$ cat src/sv/bpe_pkg.sv
package bpe_pkg;

    // Program word fields
    localparam logic [7:0]  OP_SET_PWM = 8'h40;
    localparam logic [2:0]  OP_BRANCH  = 3'b101;  // top bits of 5 << 13
    localparam logic [15:0] MAX_MS     = 16'd60000;

    localparam int unsigned N_CYC     = 7;
    localparam int unsigned IDX_W     = 3;
    localparam int unsigned LOOP_W    = 6;        // loop count never exceeds 61
    localparam int unsigned LEN_W     = 10;
    localparam int unsigned RECIP_W   = 19;
    localparam int unsigned RECIP_SH  = 24;       // reciprocal scale 2^24

    localparam logic [1:0] ENG_RED   = 2'd0;
    localparam logic [1:0] ENG_GREEN = 2'd1;
    localparam logic [1:0] ENG_BLUE  = 2'd2;

    localparam int unsigned Q_DEPTH = 4;
    localparam int unsigned Q_PTR_W = $clog2(Q_DEPTH);
    localparam int unsigned Q_CNT_W = $clog2(Q_DEPTH + 1);

    // One decoded blink request, handed from front to back
    typedef struct packed {
        logic [23:0]       color;
        logic              nop;
        logic [7:0]        on_cmd;
        logic [LOOP_W-1:0] on_loop;
        logic [7:0]        off_cmd;
        logic [LOOP_W-1:0] off_loop;
    } t_job;

    typedef enum logic {
        BK_IDLE,
        BK_RUN
    } t_back_state;

    function automatic logic [15:0] cyc_limit(input logic [IDX_W-1:0] idx);
        unique case (idx)
            3'd0:    cyc_limit = 16'd3000;
            3'd1:    cyc_limit = 16'd6000;
            3'd2:    cyc_limit = 16'd10000;
            3'd3:    cyc_limit = 16'd30000;
            3'd4:    cyc_limit = 16'd40000;
            3'd5:    cyc_limit = 16'd50000;
            default: cyc_limit = 16'd60000;
        endcase
    endfunction

    function automatic logic [LEN_W-1:0] cyc_len(input logic [IDX_W-1:0] idx);
        unique case (idx)
            3'd0:    cyc_len = 10'd50;
            3'd1:    cyc_len = 10'd100;
            3'd2:    cyc_len = 10'd200;
            3'd3:    cyc_len = 10'd500;
            3'd4:    cyc_len = 10'd700;
            3'd5:    cyc_len = 10'd920;
            default: cyc_len = 10'd982;
        endcase
    endfunction

    // floor(2^24 / cycle length)
    function automatic logic [RECIP_W-1:0] cyc_recip(input logic [IDX_W-1:0] idx);
        unique case (idx)
            3'd0:    cyc_recip = 19'd335544;
            3'd1:    cyc_recip = 19'd167772;
            3'd2:    cyc_recip = 19'd83886;
            3'd3:    cyc_recip = 19'd33554;
            3'd4:    cyc_recip = 19'd23967;
            3'd5:    cyc_recip = 19'd18236;
            default: cyc_recip = 19'd17084;
        endcase
    endfunction

    function automatic logic [7:0] cyc_cmd(input logic [IDX_W-1:0] idx);
        unique case (idx)
            3'd0:    cyc_cmd = 8'h43;
            3'd1:    cyc_cmd = 8'h46;
            3'd2:    cyc_cmd = 8'h4d;
            3'd3:    cyc_cmd = 8'h60;
            3'd4:    cyc_cmd = 8'h6d;
            3'd5:    cyc_cmd = 8'h7b;
            default: cyc_cmd = 8'h7f;
        endcase
    endfunction

endpackage

$ cat src/sv/bpe_div.sv
// Per-phase wait decode: saturate, pick cycle entry, loop = ms / cycle length.
module bpe_div (
    input  logic                          i_clk,
    input  logic                          i_en,
    input  logic [15:0]                   i_ms,
    output logic [7:0]                    o_cmd,
    output logic [bpe_pkg::LOOP_W-1:0]    o_loop
);

    logic [15:0]                   n_ms1;
    logic [bpe_pkg::IDX_W-1:0]     n_idx1;
    logic [15:0]                   r_ms1;
    logic [bpe_pkg::IDX_W-1:0]     r_idx1;
    logic [15:0]                   r_ms2;
    logic [bpe_pkg::IDX_W-1:0]     r_idx2;
    logic [bpe_pkg::LOOP_W-1:0]    r_q2;
    logic [bpe_pkg::IDX_W-1:0]     r_idx3;
    logic [bpe_pkg::LOOP_W-1:0]    r_loop3;
    logic [15+bpe_pkg::RECIP_W:0]  w_prod;
    logic [15:0]                   w_back;
    logic [15:0]                   w_rem;
    logic [bpe_pkg::LOOP_W-1:0]    n_loop3;

    // Stage 1: saturate and find the first limit not below the time
    always_comb begin
        n_ms1 = (i_ms > bpe_pkg::MAX_MS) ? bpe_pkg::MAX_MS : i_ms;
        n_idx1 = bpe_pkg::IDX_W'(bpe_pkg::N_CYC - 1);
        for (int i = bpe_pkg::N_CYC - 1; i >= 0; i--) begin
            if (n_ms1 <= bpe_pkg::cyc_limit(bpe_pkg::IDX_W'(i))) begin
                n_idx1 = bpe_pkg::IDX_W'(i);
            end
        end
    end

    // Stage 2: estimate quotient by reciprocal, low by at most one
    assign w_prod = (16+bpe_pkg::RECIP_W)'(r_ms1)
                  * (16+bpe_pkg::RECIP_W)'(bpe_pkg::cyc_recip(r_idx1));

    // Stage 3: back-multiply and correct
    assign w_back = 16'(r_q2) * 16'(bpe_pkg::cyc_len(r_idx2));
    assign w_rem  = r_ms2 - w_back;
    assign n_loop3 = (w_rem >= 16'(bpe_pkg::cyc_len(r_idx2))) ? r_q2 + 1'b1 : r_q2;

    always_ff @(posedge i_clk) begin
        if (i_en) begin
            r_ms1   <= n_ms1;
            r_idx1  <= n_idx1;
            r_ms2   <= r_ms1;
            r_idx2  <= r_idx1;
            r_q2    <= w_prod[bpe_pkg::RECIP_SH +: bpe_pkg::LOOP_W];
            r_idx3  <= r_idx2;
            r_loop3 <= n_loop3;
        end
    end

    assign o_cmd  = bpe_pkg::cyc_cmd(r_idx3);
    assign o_loop = r_loop3;

endmodule

$ cat src/sv/bpe_front.sv
// Front: accept requests, flag empty programs, decode both phases (3 stages).
module bpe_front (
    input  logic              i_clk,
    input  logic              i_rst_n,
    input  logic              i_valid,
    output logic              o_ready,
    input  logic [23:0]       i_color,
    input  logic [15:0]       i_on_ms,
    input  logic [15:0]       i_off_ms,
    output logic              o_valid,
    input  logic              i_ready,
    output bpe_pkg::t_job     o_job
);

    logic                          w_move;
    logic                          r_v1;
    logic                          r_v2;
    logic                          r_v3;
    logic [23:0]                   r_color1;
    logic [23:0]                   r_color2;
    logic [23:0]                   r_color3;
    logic                          r_nop1;
    logic                          r_nop2;
    logic                          r_nop3;
    logic [7:0]                    w_on_cmd;
    logic [bpe_pkg::LOOP_W-1:0]    w_on_loop;
    logic [7:0]                    w_off_cmd;
    logic [bpe_pkg::LOOP_W-1:0]    w_off_loop;

    // Advance the whole pipe unless the last stage is held
    assign w_move  = !r_v3 || i_ready;
    assign o_ready = w_move;

    always_ff @(posedge i_clk) begin
        if (!i_rst_n) begin
            r_v1 <= 1'b0;
            r_v2 <= 1'b0;
            r_v3 <= 1'b0;
        end else if (w_move) begin
            r_v1 <= i_valid;
            r_v2 <= r_v1;
            r_v3 <= r_v2;
        end
    end

    always_ff @(posedge i_clk) begin
        if (w_move) begin
            r_color1 <= i_color;
            r_nop1   <= (i_color == 24'd0) || (i_on_ms == 16'd0) || (i_off_ms == 16'd0);
            r_color2 <= r_color1;
            r_nop2   <= r_nop1;
            r_color3 <= r_color2;
            r_nop3   <= r_nop2;
        end
    end

    bpe_div u_div_on (
        .i_clk  (i_clk),
        .i_en   (w_move),
        .i_ms   (i_on_ms),
        .o_cmd  (w_on_cmd),
        .o_loop (w_on_loop)
    );

    bpe_div u_div_off (
        .i_clk  (i_clk),
        .i_en   (w_move),
        .i_ms   (i_off_ms),
        .o_cmd  (w_off_cmd),
        .o_loop (w_off_loop)
    );

    assign o_valid = r_v3;
    assign o_job   = {r_color3, r_nop3, w_on_cmd, w_on_loop, w_off_cmd, w_off_loop};

endmodule

$ cat src/sv/bpe_fifo.sv
// Small job queue between front and back, head shown ahead.
module bpe_fifo (
    input  logic                        i_clk,
    input  logic                        i_rst_n,
    input  logic                        i_push,
    input  bpe_pkg::t_job               i_data,
    output logic                        o_full,
    input  logic                        i_pop,
    output logic                        o_empty,
    output bpe_pkg::t_job               o_data
);

    bpe_pkg::t_job                  r_mem [bpe_pkg::Q_DEPTH];
    logic [bpe_pkg::Q_PTR_W-1:0]    r_wr;
    logic [bpe_pkg::Q_PTR_W-1:0]    r_rd;
    logic [bpe_pkg::Q_CNT_W-1:0]    r_cnt;

    assign o_full  = (r_cnt == bpe_pkg::Q_CNT_W'(bpe_pkg::Q_DEPTH));
    assign o_empty = (r_cnt == '0);
    assign o_data  = r_mem[r_rd];

    always_ff @(posedge i_clk) begin
        if (!i_rst_n) begin
            r_wr  <= '0;
            r_rd  <= '0;
            r_cnt <= '0;
        end else begin
            if (i_push) begin
                r_wr <= r_wr + 1'b1;
            end
            if (i_pop) begin
                r_rd <= r_rd + 1'b1;
            end
            if (i_push && !i_pop) begin
                r_cnt <= r_cnt + 1'b1;
            end else if (i_pop && !i_push) begin
                r_cnt <= r_cnt - 1'b1;
            end
        end
    end

    always_ff @(posedge i_clk) begin
        if (i_push) begin
            r_mem[r_wr] <= i_data;
        end
    end

endmodule

$ cat src/sv/bpe_back.sv
// Back: walk engines and word addresses of one job, one beat per cycle while the output is not held.
module bpe_back (
    input  logic              i_clk,
    input  logic              i_rst_n,
    input  logic              i_empty,
    input  bpe_pkg::t_job     i_job,
    output logic              o_pop,
    output logic              o_valid,
    input  logic              i_ready,
    output logic [1:0]        o_engine,
    output logic [2:0]        o_word_addr,
    output logic [15:0]       o_program_word,
    output logic              o_no_program,
    output logic              o_last
);

    bpe_pkg::t_back_state r_state;
    bpe_pkg::t_back_state n_state;
    bpe_pkg::t_job        r_job;
    logic [1:0]           r_eng;
    logic [2:0]           r_addr;
    logic                 r_ov;
    logic [1:0]           r_o_eng;
    logic [2:0]           r_o_addr;
    logic [15:0]          r_o_word;
    logic                 r_o_nop;
    logic                 r_o_last;

    logic                 w_adv;
    logic                 w_on_br;
    logic                 w_off_br;
    logic [2:0]           w_off_start;
    logic [2:0]           w_last_addr;
    logic [7:0]           w_byte;
    logic [15:0]          w_word;
    logic                 w_eng_end;
    logic                 w_job_end;
    logic                 w_emit;
    logic                 w_load;
    logic                 w_step_eng;

    assign w_adv = !r_ov || i_ready;

    // Word for the current engine and address
    always_comb begin
        w_on_br     = (r_job.on_loop > bpe_pkg::LOOP_W'(1));
        w_off_br    = (r_job.off_loop > bpe_pkg::LOOP_W'(1));
        w_off_start = 3'd2 + 3'(w_on_br);
        w_last_addr = w_off_start + 3'd1 + 3'(w_off_br);
        unique case (r_eng)
            bpe_pkg::ENG_RED:   w_byte = r_job.color[23:16];
            bpe_pkg::ENG_GREEN: w_byte = r_job.color[15:8];
            default:            w_byte = r_job.color[7:0];
        endcase
        priority if (r_job.nop) begin
            w_word = 16'h0000;
        end else if (r_addr == 3'd0) begin
            w_word = {bpe_pkg::OP_SET_PWM, w_byte};
        end else if (r_addr == 3'd1) begin
            w_word = {r_job.on_cmd, 8'h00};
        end else if (w_on_br && r_addr == 3'd2) begin
            w_word = {bpe_pkg::OP_BRANCH, r_job.on_loop - 1'b1, 4'h0, 3'd0};
        end else if (r_addr == w_off_start) begin
            w_word = {bpe_pkg::OP_SET_PWM, 8'h00};
        end else if (r_addr == w_off_start + 3'd1) begin
            w_word = {r_job.off_cmd, 8'h00};
        end else begin
            w_word = {bpe_pkg::OP_BRANCH, r_job.off_loop - 1'b1, 4'h0, w_off_start};
        end
        w_eng_end = r_job.nop || (r_addr == w_last_addr);
        w_job_end = w_eng_end && (r_job.nop || r_eng == bpe_pkg::ENG_BLUE);
    end

    // Next state
    always_comb begin
        n_state = r_state;
        unique case (r_state)
            bpe_pkg::BK_IDLE: begin
                if (!i_empty) begin
                    n_state = bpe_pkg::BK_RUN;
                end
            end
            bpe_pkg::BK_RUN: begin
                if (w_adv && w_job_end && i_empty) begin
                    n_state = bpe_pkg::BK_IDLE;
                end
            end
            default: n_state = bpe_pkg::BK_IDLE;
        endcase
    end

    // Control outputs
    always_comb begin
        w_emit     = 1'b0;
        w_load     = 1'b0;
        w_step_eng = 1'b0;
        unique case (r_state)
            bpe_pkg::BK_IDLE: begin
                w_load = !i_empty;
            end
            bpe_pkg::BK_RUN: begin
                w_emit     = w_adv;
                w_load     = w_adv && w_job_end && !i_empty;
                w_step_eng = w_adv && w_eng_end && !w_job_end;
            end
            default: ;
        endcase
    end

    assign o_pop = w_load;

    always_ff @(posedge i_clk) begin
        if (!i_rst_n) begin
            r_state <= bpe_pkg::BK_IDLE;
            r_ov    <= 1'b0;
            r_eng   <= bpe_pkg::ENG_RED;
            r_addr  <= 3'd0;
        end else begin
            r_state <= n_state;
            if (w_adv) begin
                r_ov <= w_emit;
            end
            if (w_load) begin
                r_eng  <= bpe_pkg::ENG_RED;
                r_addr <= 3'd0;
            end else if (w_step_eng) begin
                r_eng  <= r_eng + 1'b1;
                r_addr <= 3'd0;
            end else if (w_emit) begin
                r_addr <= r_addr + 1'b1;
            end
        end
    end

    always_ff @(posedge i_clk) begin
        if (w_load) begin
            r_job <= i_job;
        end
        if (w_emit) begin
            r_o_eng  <= r_eng;
            r_o_addr <= r_addr;
            r_o_word <= w_word;
            r_o_nop  <= r_job.nop;
            r_o_last <= w_job_end;
        end
    end

    assign o_valid        = r_ov;
    assign o_engine       = r_o_eng;
    assign o_word_addr    = r_o_addr;
    assign o_program_word = r_o_word;
    assign o_no_program   = r_o_nop;
    assign o_last         = r_o_last;

endmodule

$ cat src/sv/led_blink_program_encoder.sv
// A taken request passes the front stages, the job queue, the job register and the
// output register before its first beat. Throughput: one result beat per cycle when
// not stalled; a request yields 12 to 18 beats (one when the colour or a time is
// zero), paced by the back-end word sequencer. A 4-deep job queue decouples the two.
// Reset: i_rst_n is synchronous and active low; it empties the pipe and queue.
module led_blink_program_encoder (
    input  logic        i_clk,
    input  logic        i_rst_n,
    input  logic        s_axis_tvalid,
    output logic        s_axis_tready,
    input  logic [55:0] s_axis_tdata,   // color[23:0], on_ms[39:24], off_ms[55:40]
    output logic        m_axis_tvalid,
    input  logic        m_axis_tready,
    output logic [23:0] m_axis_tdata,   // engine[1:0], word_addr[4:2],
                                        // program_word[20:5], zero[23:21]
    output logic        m_axis_tlast,
    output logic        m_axis_tuser    // no_program
);

    logic          w_f_valid;
    logic          w_q_full;
    logic          w_q_empty;
    logic          w_q_pop;
    bpe_pkg::t_job w_f_job;
    bpe_pkg::t_job w_q_job;
    logic [1:0]    w_engine;
    logic [2:0]    w_word_addr;
    logic [15:0]   w_program_word;

    // Front: saturate times, pick cycle entries and divide in three stages
    bpe_front u_front (
        .i_clk    (i_clk),
        .i_rst_n  (i_rst_n),
        .i_valid  (s_axis_tvalid),
        .o_ready  (s_axis_tready),
        .i_color  (s_axis_tdata[23:0]),
        .i_on_ms  (s_axis_tdata[39:24]),
        .i_off_ms (s_axis_tdata[55:40]),
        .o_valid  (w_f_valid),
        .i_ready  (!w_q_full),
        .o_job    (w_f_job)
    );

    // Hold decoded jobs until the sequencer is free
    bpe_fifo u_fifo (
        .i_clk   (i_clk),
        .i_rst_n (i_rst_n),
        .i_push  (w_f_valid && !w_q_full),
        .i_data  (w_f_job),
        .o_full  (w_q_full),
        .i_pop   (w_q_pop),
        .o_empty (w_q_empty),
        .o_data  (w_q_job)
    );

    // Back: emit red, green, blue programs word by word
    bpe_back u_back (
        .i_clk          (i_clk),
        .i_rst_n        (i_rst_n),
        .i_empty        (w_q_empty),
        .i_job          (w_q_job),
        .o_pop          (w_q_pop),
        .o_valid        (m_axis_tvalid),
        .i_ready        (m_axis_tready),
        .o_engine       (w_engine),
        .o_word_addr    (w_word_addr),
        .o_program_word (w_program_word),
        .o_no_program   (m_axis_tuser),
        .o_last         (m_axis_tlast)
    );

    assign m_axis_tdata = {3'b000, w_program_word, w_word_addr, w_engine};

    // A no-program beat stands alone
    a_nop_last: assert property (@(posedge i_clk) disable iff (!i_rst_n)
        m_axis_tvalid && m_axis_tuser |-> m_axis_tlast && m_axis_tdata == 24'd0)
        else $error("no-program beat not alone");

    // A built program ends on the blue engine
    a_last_blue: assert property (@(posedge i_clk) disable iff (!i_rst_n)
        m_axis_tvalid && m_axis_tlast && !m_axis_tuser
        |-> m_axis_tdata[1:0] == bpe_pkg::ENG_BLUE)
        else $error("program ends on wrong engine");

    // Word address stays within a six-word program and engine within three
    a_addr_range: assert property (@(posedge i_clk) disable iff (!i_rst_n)
        m_axis_tvalid |-> m_axis_tdata[4:2] != 3'd6 && m_axis_tdata[4:2] != 3'd7
                          && m_axis_tdata[1:0] != 2'd3)
        else $error("word address or engine out of range");

    // Queue never popped while empty
    a_queue_bounds: assert property (@(posedge i_clk) disable iff (!i_rst_n)
        !(w_q_pop && w_q_empty))
        else $error("job queue underflow");

endmodule
$ cat config.mk
export PLATFORM = sky130hd
export DESIGN_NAME = led_blink_program_encoder
export DESIGN_NICKNAME = d
export VERILOG_FILES = /design/src/sv/bpe_pkg.sv /design/src/sv/bpe_div.sv /design/src/sv/bpe_front.sv /design/src/sv/bpe_fifo.sv /design/src/sv/bpe_back.sv /design/src/sv/led_blink_program_encoder.sv
export SDC_FILE = /design/constraint.sdc
export NUM_CORES = 2
export LEC_CHECK = 0
export ABC_AREA = 1
export ABC_CLOCK_PERIOD_IN_PS = 7600
export BUFFER_PORTS_ARGS = -buffer_cell sky130_fd_sc_hd__buf_2
export CAP_MARGIN = 30
export CORE_MARGIN = 2
export CORE_UTILIZATION = 50
export DETAILED_ROUTE_END_ITERATION = 7
export PLACE_DENSITY = 0.65
export SLEW_MARGIN = 10
export SYNTH_ARGS = -nofsm -noshare
export SYNTH_HDL_FRONTEND = slang
export SYNTH_SLANG_ARGS = --single-unit
$ cat constraint.sdc
create_clock -name i_clk -period 7.6 [get_ports i_clk]
set_input_delay 1.52 -clock i_clk [delete_from_list [all_inputs] [get_ports i_clk]]
set_output_delay 1.52 -clock i_clk [all_outputs]
set_load 0.005 [all_outputs]
==> results.py <==
metrics = {
    "global_route": {
        "grt_remaining_overflow": 0,
        "track_usage_pct": 25.0,
        "use_met1_pct": 35.6,
        "use_met3_pct": 5.20,
        "top_usage_layer": "met2",
        "antenna_found_initial": 8,
        "grt_pass1_wl_um": 162000,
        "grtUsageMet2_pct": 39.2,
        "grt_max_degree": 100,
        "grt_pass1_vias": 29400,
    },
    "floorplan": {
        "ioPinCount": 88,
        "num_rows": 104,
        "die_w_um": 290,
        "die_area_um2": 84000,
        "die_h_um": 290,
        "start_util_pct": 50.6,
        "core_region_area_um2": 80700,
    },
    "layout": {
        "final_nets": 5225,
        "seq_area_um2": 13800,
        "fillCellCount": 7212,
        "multiInputGateArea_um2": 22900,
        "drive_above_1_share_pct": 7.08,
        "area_growth_pct": 8.28,
    },
    "setup_path": {
        "worstSetupPathType": "flop to flop",
        "rrSetupSlack_ns": 0.37,
        "crit_arrival_ns": 7.59,
        "rr_startpoint": "u_front.u_div_off.r_idx1[2]",
        "end_kind": "flop",
        "crit_fanout": 13,
        "critical_path.startpoint_type": "flop",
        "crit_path_end": "u_front.u_div_off.r_q2[1]",
        "cp-startpoint": "u_front.u_div_off.r_idx1[2]",
        "timing.rr.end": "u_front.u_div_off.r_q2[1]",
        "reg2reg_depth": 20,
        "required_ns": 7.96,
    },
    "cts": {
        "cts_tree": "done",
        "cts-hold-fix-buffers": 0,
        "cts_setup_buffers": 0,
        "clkTransAtPathRegs_ns": 0.07,
        "cts.repair.resized": 0,
        "insertion_delay_ns": 0.62,
        "htree_levels": 2,
        "numCtsBuffers": 49,
        "cts.sinks": 466,
        "cts-root-buf": "clkbuf_16",
        "cts_buffer_depth": 3,
    },
    "drt": {
        "drcViolationCount": 0,
        "dr.pass1.iters": 8,
        "drt_iter0_drc": 2310,
        "drt-total-wl_um": 101000,
        "via_per_inst": 5.30,
        "drtAntennaViolNets": 0,
        "num_vias": 29000,
        "wl_per_cell_um": 18.4,
    },
    "sta": {
        "finalSetupViolCount": 0,
        "tightest_slew_ns": 0.893,
        "hold_viol": 0,
        "grt_setup_unrepaired": "no",
        "post-route-period-util_pct": 95.1,
        "final_max_slew_viol_count": 0,
        "finClkSkew_ns": 0.0405,
        "fmax_ghz": 0.138,
        "tns_ns": 0,
        "whs_ns": 0.416,
        "setup_slack_ns": 0.374,
        "max-slew-margin-rel_pct": 40.5,
        "period_needed_ns": 7.23,
    },
    "synth": {
        "synthTopCellsByArea": "edfxtp_1 33%, fa_1 24%, ha_1 8.8%, inv_1 8.7%, nand2_1 5.6%",
        "synthTopCellsByCount": "944 x inv_1, 611 x nand2_1, 595 x nor2_1, 499 x fa_1, 449 x edfxtp_1",
        "synthCells": 4300,
        "syn_area_um2": 40800,
        "ys.flop_type": "edfxtp_1",
        "synth_simple_gate_area_share_pct": 15.3,
        "synth-compound-area-share_pct": 5.89,
        "synth_top_family_by_area": "adder cells",
        "synth_edf_count": 449,
        "synth_xor_area_share_pct": 1.52,
        "muxShareOfSynthArea_pct": 0,
        "synth_seq_cells": 466,
        "ys_types": 67,
        "synth.most_common_cell": "inv_1",
        "async_flop_share_pct": 0,
        "synthAdderAreaFrac_pct": 33.3,
        "yosysTopAreaCell": "edfxtp_1",
        "ys_warn_count": 0,
        "avgSynthCellArea_um2": 9.50,
        "yosysSeqAreaShare_pct": 33.9,
        "yosysTopAreaCellShare_pct": 33.0,
    },
    "worst_hold_path": {
        "hp-start": "u_front.r_color2[11]",
        "hold_path.class": "flop to flop",
    },
    "placed_design": {
        "place.gp.congestion": 0.958,
        "dp_slack_ns": 0.478,
        "dp_hpwl_um": 79400,
        "port-buffer-count": 84,
    },
    "outcome": {
        "outcome": "finished, final reports clean",
    },
    "run": {
        "cap_violations": 0,
    },
}
-- layout by cell type, fill, tap and decap left out, types with 20 or more instances in the layout --
cell type | synthesis | layout
buf_2 | 4 | 84
nand4_1 | 44 | 44
nand2_1 | 611 | 611
xnor2_1 | 20 | 20
a21oi_1 | 120 | 120
nand3_1 | 82 | 81
ha_1 | 286 | 286
nor2_1 | 595 | 590
xor2_1 | 51 | 51
o21ai_0 | 178 | 178
buf_4 | 8 | 58
o22ai_1 | 50 | 50
fa_1 | 499 | 499
edfxtp_1 | 449 | 449
nor3_1 | 34 | 34
clkbuf_16 | 0 | 49
inv_1 | 944 | 943
-- cell families after synthesis --
| group | count (synthesis) |
|---|---|
| buffers and inverters | 1089 |
| other | 1 |
| AO/OA/AOI/OAI | 428 |
| AND/OR/NAND/NOR | 1459 |
| adder cells (fa/ha/maj) | 786 |
| flip-flops | 466 |
| XOR/XNOR | 71 |
-- worst min path at each step --
stage	endpoint	slack (ns)	depth (start not counted)
finish	u_front.r_color3[11]	0.42	0
global route	u_front.r_color3[11]	0.42	0
CTS	u_front.r_color3[11]	0.42	0
detailed placement	u_front.r_color2[6]	0.40	0
global placement	u_front.r_color2[11]	0.40	0
floorplan	u_front.r_color2[0]	0.40	0
-- metrics by stage --
stage	instances	instance area, um2	utilization [%]
after floorplan	4302	40800	-
after global placement	5386	42600	52.8
after detailed placement	5387	42600	52.8
after CTS	5478	44200	54.8
after global routing	5480	44200	54.8
final	5481	44200	54.8
-- critical path, stage by stage, from the launching register on --
cell       delay, ns
edfxtp_1        0.57
nor2_2          0.21
nor2_1          0.60
clkinv_1        0.60
nand2_1         0.22
fa_1            0.45
fa_1            0.50
inv_1           0.06
fa_1            0.52
fa_1            0.46
fa_1            0.55
inv_1           0.06
fa_1            0.57
inv_1           0.06
ha_1            0.35
a21oi_1         0.25
o21a_1          0.19
nor2_1          0.06
a2111oi_0       0.38
o21ai_1         0.16
xor2_1          0.17
-- layer usage --
layer | vias up | part of all wire [%]
met4 | 8 | 2.5
met1 | 14200 | 43
met3 | 166 | 8.9
met2 | 1029 | 45
met5 | - | 0.047
li1 | 13600 | -
-- area by class of cell --
class | instances | share of cell area (%)
Tap cell | 1060 | 3.00
Timing Repair Buffer | 145 | 2.04
Clock inverter | 33 | 0.770
Antenna cell | 1 | 0.00566
Clock buffer | 58 | 2.85
Sequential cell | 466 | 31.3
Multi-Input combinational cell | 2747 | 51.8
Inverter | 971 | 8.25
-- registers in the layout, indices dropped and copies added (netlist names), 6 cells and up --
name	flops
u_back.o_program_word	16
u_back.r_job	49
u_fifo.r_mem	196
u_front.r_color1	24
u_front.r_color2	24
u_front.r_color3	24
u_front.u_div_off.o_loop	6
u_front.u_div_off.r_ms1	16
u_front.u_div_off.r_ms2	16
u_front.u_div_off.r_q2	6
u_front.u_div_on.o_loop	6
u_front.u_div_on.r_ms1	16
u_front.u_div_on.r_ms2	16
u_front.u_div_on.r_q2	6
Power is not shown: default switching activity piles up to over one toggle a cycle in this logic, so the estimate is an artifact.
